[src/hw/rtl/cfp_pkg.sv]
// ---------------------------------------------------------------------------
// cfp_pkg
// Shared types and constants for the command frame parser.
// ---------------------------------------------------------------------------
`default_nettype none

package cfp_pkg;

    localparam int unsigned BYTE_W    = 8;
    localparam int unsigned N_FIELDS  = 8;
    localparam int unsigned IDX_W     = $clog2(N_FIELDS);

    localparam logic [BYTE_W-1:0] HDR_BYTE   = 8'hFF;
    localparam logic [IDX_W-1:0]  FIELD_LAST = IDX_W'(N_FIELDS - 1);

    // Field slots, in arrival order
    localparam logic [IDX_W-1:0] F_MODE     = 3'd0;
    localparam logic [IDX_W-1:0] F_TYPE     = 3'd1;
    localparam logic [IDX_W-1:0] F_SET_TYPE = 3'd2;
    localparam logic [IDX_W-1:0] F_ANGLE    = 3'd3;
    localparam logic [IDX_W-1:0] F_X_FIRST  = 3'd4;
    localparam logic [IDX_W-1:0] F_X_SECOND = 3'd5;
    localparam logic [IDX_W-1:0] F_Y_FIRST  = 3'd6;
    localparam logic [IDX_W-1:0] F_Y_SECOND = 3'd7;

    typedef enum logic [2:0] {
        ST_HUNT0,
        ST_HUNT1,
        ST_FIELD,
        ST_CHK_HI,
        ST_CHK_LO
    } cfp_state_t;

    typedef struct packed {
        logic [BYTE_W-1:0] mode;
        logic [BYTE_W-1:0] item_type;
        logic [BYTE_W-1:0] set_type;
        logic [BYTE_W-1:0] angle;
        logic [BYTE_W-1:0] x_first;
        logic [BYTE_W-1:0] x_second;
        logic [BYTE_W-1:0] y_first;
        logic [BYTE_W-1:0] y_second;
    } cfp_fields_t;

    typedef struct packed {
        logic last_byte;   // current byte is the check low byte
        logic hunting;     // waiting for the first header byte
    } cfp_status_t;

endpackage

`default_nettype wire

[src/hw/rtl/cfp_frame_store.sv]
// ---------------------------------------------------------------------------
// cfp_frame_store
// Byte position tracker and storage for frame fields and check high byte.
// ---------------------------------------------------------------------------
`default_nettype none

module cfp_frame_store (
    input  wire logic                         aclk,
    input  wire logic                         aresetn,
    input  wire logic                         byte_valid,
    input  wire logic [cfp_pkg::BYTE_W-1:0]   byte_in,
    output cfp_pkg::cfp_fields_t              fields,
    output logic [cfp_pkg::BYTE_W-1:0]        check_high,
    output cfp_pkg::cfp_status_t              status
);

    cfp_pkg::cfp_state_t               state_reg, state_next;
    logic [cfp_pkg::IDX_W-1:0]         idx_reg, idx_next;
    logic [cfp_pkg::BYTE_W-1:0]        field_reg [cfp_pkg::N_FIELDS];
    logic [cfp_pkg::BYTE_W-1:0]        check_high_reg;

    always_ff @(posedge aclk) begin
        if (!aresetn) begin
            state_reg <= cfp_pkg::ST_HUNT0;
            idx_reg   <= '0;
        end else begin
            state_reg <= state_next;
            idx_reg   <= idx_next;
        end
    end

    always_comb begin
        state_next = state_reg;
        idx_next   = idx_reg;
        if (byte_valid) begin
            unique case (state_reg)
                cfp_pkg::ST_HUNT0: begin
                    state_next = (byte_in == cfp_pkg::HDR_BYTE) ?
                                 cfp_pkg::ST_HUNT1 : cfp_pkg::ST_HUNT0;
                end
                cfp_pkg::ST_HUNT1: begin
                    state_next = (byte_in == cfp_pkg::HDR_BYTE) ?
                                 cfp_pkg::ST_FIELD : cfp_pkg::ST_HUNT0;
                    idx_next   = '0;
                end
                cfp_pkg::ST_FIELD: begin
                    idx_next = idx_reg + 1'b1;
                    if (idx_reg == cfp_pkg::FIELD_LAST) begin
                        state_next = cfp_pkg::ST_CHK_HI;
                    end
                end
                cfp_pkg::ST_CHK_HI: begin
                    state_next = cfp_pkg::ST_CHK_LO;
                end
                cfp_pkg::ST_CHK_LO: begin
                    state_next = cfp_pkg::ST_HUNT0;
                end
                default: begin
                    state_next = cfp_pkg::ST_HUNT0;
                end
            endcase
        end
    end

    // payload storage, no reset
    always_ff @(posedge aclk) begin
        if (byte_valid && state_reg == cfp_pkg::ST_FIELD) begin
            field_reg[idx_reg] <= byte_in;
        end
        if (byte_valid && state_reg == cfp_pkg::ST_CHK_HI) begin
            check_high_reg <= byte_in;
        end
    end

    assign fields.mode      = field_reg[cfp_pkg::F_MODE];
    assign fields.item_type = field_reg[cfp_pkg::F_TYPE];
    assign fields.set_type  = field_reg[cfp_pkg::F_SET_TYPE];
    assign fields.angle     = field_reg[cfp_pkg::F_ANGLE];
    assign fields.x_first   = field_reg[cfp_pkg::F_X_FIRST];
    assign fields.x_second  = field_reg[cfp_pkg::F_X_SECOND];
    assign fields.y_first   = field_reg[cfp_pkg::F_Y_FIRST];
    assign fields.y_second  = field_reg[cfp_pkg::F_Y_SECOND];
    assign check_high       = check_high_reg;

    assign status.last_byte = (state_reg == cfp_pkg::ST_CHK_LO);
    assign status.hunting   = (state_reg == cfp_pkg::ST_HUNT0);

endmodule

`default_nettype wire

[src/hw/rtl/cfp_check.sv]
// ---------------------------------------------------------------------------
// cfp_check
// Computes |(X + Y bytes) - (mode + type + set type + angle) + 1| and
// compares it with the received check word.
// ---------------------------------------------------------------------------
`default_nettype none

module cfp_check (
    input  wire cfp_pkg::cfp_fields_t         fields,
    input  wire logic [cfp_pkg::BYTE_W-1:0]   check_high,
    input  wire logic [cfp_pkg::BYTE_W-1:0]   check_low,
    output logic                              passed
);

    localparam int unsigned SUM_W = cfp_pkg::BYTE_W + 2;   // four bytes
    localparam int unsigned DIF_W = SUM_W + 2;             // signed, with +1

    logic [SUM_W-1:0]        pos_sum;
    logic [SUM_W-1:0]        neg_sum;
    logic signed [DIF_W-1:0] diff;
    logic [DIF_W-1:0]        mag;
    logic [cfp_pkg::BYTE_W-1:0] mag_hi;
    logic [cfp_pkg::BYTE_W-1:0] mag_lo;

    always_comb begin
        pos_sum = SUM_W'(fields.x_first) + SUM_W'(fields.x_second)
                + SUM_W'(fields.y_first) + SUM_W'(fields.y_second);
        neg_sum = SUM_W'(fields.mode) + SUM_W'(fields.item_type)
                + SUM_W'(fields.set_type) + SUM_W'(fields.angle);
        diff    = $signed(DIF_W'(pos_sum)) - $signed(DIF_W'(neg_sum))
                + $signed(DIF_W'(1));
        mag     = diff[DIF_W-1] ? DIF_W'(-diff) : DIF_W'(diff);
        // magnitude stays below 1024, so the high byte is 0..3
        mag_hi  = cfp_pkg::BYTE_W'(mag[DIF_W-1:cfp_pkg::BYTE_W]);
        mag_lo  = mag[cfp_pkg::BYTE_W-1:0];
        passed  = (mag_hi == check_high) && (mag_lo == check_low);
    end

endmodule

`default_nettype wire

[src/hw/rtl/command_frame_parser.sv]
// ---------------------------------------------------------------------------
// command_frame_parser
// Serial command frame parser: header hunt, field capture, check word test.
// ---------------------------------------------------------------------------
// Result path: a frame's last byte is held in the input register, then its
//   result is loaded into the result register once that register is free.
// Throughput: 1 byte per cycle; input stalls only while a frame's last byte
//   waits on a result register that has not been taken.
// Reset (aresetn low, synchronous): parser hunts for the first header byte,
//   input and result registers empty. Field storage is not cleared.
// ---------------------------------------------------------------------------
`default_nettype none

module command_frame_parser (
    input  wire logic                         aclk,
    input  wire logic                         aresetn,

    input  wire logic                         s_valid,
    output logic                              s_ready,
    input  wire logic [cfp_pkg::BYTE_W-1:0]   s_rx_byte,

    output logic                              m_valid,
    input  wire logic                         m_ready,
    output logic [cfp_pkg::BYTE_W-1:0]        m_mode,
    output logic [cfp_pkg::BYTE_W-1:0]        m_item_type,
    output logic [cfp_pkg::BYTE_W-1:0]        m_set_type,
    output logic [cfp_pkg::BYTE_W-1:0]        m_angle,
    output logic [cfp_pkg::BYTE_W-1:0]        m_x_first,
    output logic [cfp_pkg::BYTE_W-1:0]        m_x_second,
    output logic [cfp_pkg::BYTE_W-1:0]        m_y_first,
    output logic [cfp_pkg::BYTE_W-1:0]        m_y_second,
    output logic                              m_check_passed
);

    // input register: one word waiting to be parsed
    logic                        in_valid_reg;
    logic [cfp_pkg::BYTE_W-1:0]  in_byte_reg;

    // result register
    logic                        m_valid_reg;
    cfp_pkg::cfp_fields_t        out_fields_reg;
    logic                        out_passed_reg;

    cfp_pkg::cfp_fields_t        fields;
    cfp_pkg::cfp_status_t        status;
    logic [cfp_pkg::BYTE_W-1:0]  check_high;
    logic                        passed;

    logic                        out_free;   // result slot empty or draining
    logic                        advance;    // parse the held word this cycle
    logic                        out_load;   // word completes a frame

    // A word that completes a frame needs the result slot; any other word
    // is consumed unconditionally.
    assign out_free = !m_valid_reg || m_ready;
    assign advance  = in_valid_reg && (!status.last_byte || out_free);
    assign out_load = advance && status.last_byte;
    assign s_ready  = !in_valid_reg || advance;

    always_ff @(posedge aclk) begin
        if (!aresetn) begin
            in_valid_reg <= 1'b0;
        end else if (s_ready) begin
            in_valid_reg <= s_valid;
        end
    end

    always_ff @(posedge aclk) begin
        if (s_ready && s_valid) begin
            in_byte_reg <= s_rx_byte;
        end
    end

    cfp_frame_store u_store (
        .aclk       (aclk),
        .aresetn    (aresetn),
        .byte_valid (advance),
        .byte_in    (in_byte_reg),
        .fields     (fields),
        .check_high (check_high),
        .status     (status)
    );

    // the held word is the check low byte when it completes a frame
    cfp_check u_check (
        .fields     (fields),
        .check_high (check_high),
        .check_low  (in_byte_reg),
        .passed     (passed)
    );

    always_ff @(posedge aclk) begin
        if (!aresetn) begin
            m_valid_reg <= 1'b0;
        end else if (out_load) begin
            m_valid_reg <= 1'b1;
        end else if (m_ready) begin
            m_valid_reg <= 1'b0;
        end
    end

    always_ff @(posedge aclk) begin
        if (out_load) begin
            out_fields_reg <= fields;
            out_passed_reg <= passed;
        end
    end

    assign m_valid        = m_valid_reg;
    assign m_mode         = out_fields_reg.mode;
    assign m_item_type    = out_fields_reg.item_type;
    assign m_set_type     = out_fields_reg.set_type;
    assign m_angle        = out_fields_reg.angle;
    assign m_x_first      = out_fields_reg.x_first;
    assign m_x_second     = out_fields_reg.x_second;
    assign m_y_first      = out_fields_reg.y_first;
    assign m_y_second     = out_fields_reg.y_second;
    assign m_check_passed = out_passed_reg;

    // completed frame always lands in the result register
    a_frame_emitted: assert property (@(posedge aclk) disable iff (!aresetn)
        out_load |=> m_valid_reg)
        else $error("completed frame not presented");

    // parser returns to hunting after every frame, pass or fail
    a_back_to_hunt: assert property (@(posedge aclk) disable iff (!aresetn)
        out_load |=> status.hunting)
        else $error("parser did not return to hunting");

    // a stalled input word is held, not dropped
    a_in_hold: assert property (@(posedge aclk) disable iff (!aresetn)
        (in_valid_reg && !advance) |=> (in_valid_reg && $stable(in_byte_reg)))
        else $error("held input word lost");

endmodule

`default_nettype wire

[config.mk]
export PLATFORM = sky130hd
export DESIGN_NAME = command_frame_parser
export DESIGN_NICKNAME = d
export VERILOG_FILES = /design/src/hw/rtl/cfp_pkg.sv /design/src/hw/rtl/cfp_frame_store.sv /design/src/hw/rtl/cfp_check.sv /design/src/hw/rtl/command_frame_parser.sv
export SDC_FILE = /design/constraint.sdc
export NUM_CORES = 1
export LEC_CHECK = 0
export BUFFER_PORTS_ARGS = -buffer_cell sky130_fd_sc_hd__buf_2
export CORE_UTILIZATION = 35
export CTS_BUF_LIST = sky130_fd_sc_hd__clkbuf_16
export DETAILED_ROUTE_END_ITERATION = 10
export HOLD_SLACK_MARGIN = 0.03
export PLACE_DENSITY_LB_ADDON = 0.3
export SYNTH_ARGS = -nofsm -noshare
export SYNTH_HDL_FRONTEND = slang
export SYNTH_HIERARCHICAL = 1
export SYNTH_SLANG_ARGS = --single-unit
[constraint.sdc]
create_clock -name aclk -period 4.99 [get_ports aclk]
set_input_delay 0.499 -clock aclk [delete_from_list [all_inputs] [get_ports aclk]]
set_output_delay 0.499 -clock aclk [all_outputs]
set_load 0.05 [all_outputs]
==> metrics.md <==
| Metric | Value |
|---|---|
| Outcome | `finished with violations` |
| Failing checks | `negative setup slack` |
| Final Util | `46.9%` |
| Worst path max stage delay | `0.56 ns` |
| Worst setup SP type | `register` |
| Area grow syn2layout | `29.9%` |
| Worst setup EP type | `register` |
| Die H | `150 um` |
| Slew @ Worst Pin | `1.20 ns` |
| Met3 wire len | `708 um` |
| Clock tree root driver cell | `clkbuf_16` |
| H-tree depth | `4` |
| Crit-path cells | `inv_1 > fa_1 > inv_1 > fa_1 > fa_1 > inv_1 > fa_1 > inv_1 > ha_1 > a211o_1 > a21oi_1 > a311oi_1 > a211o_1 > buf_4 > or4_1 > o2111a_1 > nand4_1 > a2111oi_4` |
| Critical Path Fanout Max | `4` |
| GP Congestion | `0.814` |
| Port bufs | `78` |
| Total Wirelength | `16.1 mm` |
| Pre-CTS setup slack | `-0.610 ns` |
| Max-slew headroom | `19.7%` |
| WL met2 | `7.83 mm` |
| Clk sink count | `153` |
| Top layer reached by signal wires | `met4` |
| Routed metal-1 wire length | `7.21 mm` |
| Post-Syn Nets | `618` |
| Largest net degree at the start of global routing | `39` |
| RSZ-0062 raised after global routing | `true` |
| Maximum vdd drop | `0.214 mV` |
| Max-Cap Viols | `0` |
| First-pass iteration count of the detailed router | `5` |
| Final worst slack | `-0.518 ns` |
| Initial antenna violation count | `0` |
| # setup viols final | `1` |
| Buffers plus inverters on the worst setup path | `5` |
| Hold buffer count at cts | `0` |
| Switching Share | `20.9%` |
| CP max stage cell | `fa_1` |
| Top Ports | `79` |
| Rows | `53` |
| Clock power frac | `45.3%` |
| Initial Util | `36.1%` |
| R2r startpoint | `u_store/field_reg[6][2]` |
| Min Clock Period, post-route | `5.51 ns` |
| Drc violations | `0` |
| Cell Area, Placed | `0.00921 mm2` |
| GR Overflow Total | `0` |
| Clk_skew | `0.0156 ns` |
| Max FFs per register | `64` |
| CTS tree | `yes` |
| Vias per Instance | `4.70` |
| Number of global-route vias before repair | `5107` |
| Initial drt markers | `248` |
| Layout cell share with drive strength beyond 1 | `35.0%` |
| Worst Path Required | `5.16 ns` |
| Clock buffer count from CTS | `17` |
| Sequential Power Share | `53.6%` |
| Final worst path period share | `110%` |
| Synth Area per Inst | `14.1 um2` |
| ANT cells | `0` |
| Via count | `4867` |
| Clock Latency Late Sink | `0.43 ns` |
| P_sw | `558 uW` |
| Layout net count | `823` |
| Die Width | `150 um` |
| Final hold vios | `0` |
| Hold path startpoint | `s_rx_byte[6]` |
| Overall global routing resource usage | `15.6%` |
| Fmax achieved | `0.182 GHz` |
| Core area | `0.0212 mm2` |
| Int Power | `2.11 mW` |
| Yosys warns | `6` |
| Commonest non-fill, non-tap cell in the layout | `edfxtp_1` |
| Most frequent cells in the layout | `edfxtp_1 (145), buf_4 (114), inv_1 (102)` |
| Routed Antenna Nets | `0` |
| Cell Area, Synth | `0.00766 mm2` |
| Crit path kind | `reg2reg` |
| HP Class | `in2reg` |
| Arr. time, crit path | `5.68 ns` |
| Max Buffers Root-to-Sink | `2` |
| Pleak | `4.09 nW` |
| Slew Limit Fails | `0` |
| Power Density | `268 mW/mm2` |
| Post-Synthesis Cells | `543` |
| Final Cell Area | `0.00995 mm2` |
| DR WL/cell | `15.5 um` |
| CP delay by family, top | `adder cells` |
| Clk pin slew, worst setup/hold paths | `0.06 ns` |
| Final hold slack | `0.238 ns` |
| First-pass GRT wire length | `26.2 mm` |
| Critical Path Start | `u_store/field_reg[6][2]` |
| Final HPWL DP | `12.3 mm` |
| Combinational power share | `1.2%` |
| Die Footprint | `0.0225 mm2` |
## power groups by stage
| stage | Combinational (mW) | Clock, mW | Sequential [mW] |
|---|---|---|---|
| 2_1_floorplan | 0.0203 | 0 | 1.44 |
| 3_3_place_gp | 0.0288 | 0 | 1.46 |
| 3_5_place_dp | 0.0296 | 0 | 1.46 |
| 4_1_cts | 0.0308 | 1.23 | 1.43 |
| 5_1_grt | 0.0342 | 1.29 | 1.43 |
| 6_report | 0.0313 | 1.21 | 1.43 |
## timing repair
item / in CTS / in global routing
pin swaps: 22 / 3
resized for setup: 23 / 4
endpoints found under the setup margin: 1 / 1
gates cloned: 0 / 0
setup buffers: 9 / 0
## worst paths after layout
check / to / slack (ns) / depth (start not counted)
max: m_check_passed / -0.52 / 18
min: in_byte_reg[6] / 0.24 / 1
max reg2reg: m_check_passed / -0.52 / 18
min reg2reg: m_x_second[1] / 0.46 / 0
## through the flow
step	TNS, ns	total power, mW	cells
2_1_floorplan	-0.351	1.46	543
3_3_place_gp	-0.554	1.48	996
3_5_place_dp	-0.610	1.49	996
4_1_cts	-0.500	2.69	1035
5_1_grt	-0.805	2.75	1035
6_report	-0.518	2.67	1035
## per-layer routing
metal,vias to the layer above,global-route usage [%]
met5,-,0
met4,0,5.45
met3,29,3.84
met2,122,26.3
li1,2334,-
met1,2382,19.6
## final cells by class
| type | count | area, um2 |
|---|---|---|
| Clock inverter | 14 | 125 |
| Timing Repair Buffer | 194 | 1270 |
| Fill cell | 1912 | 11300 |
| Inverter | 101 | 379 |
| Sequential cell | 153 | 4510 |
| Clock buffer | 17 | 425 |
| Tap cell | 275 | 344 |
| Multi-Input combinational cell | 281 | 2890 |
Note: power is estimated with default switching activity, not from simulation.
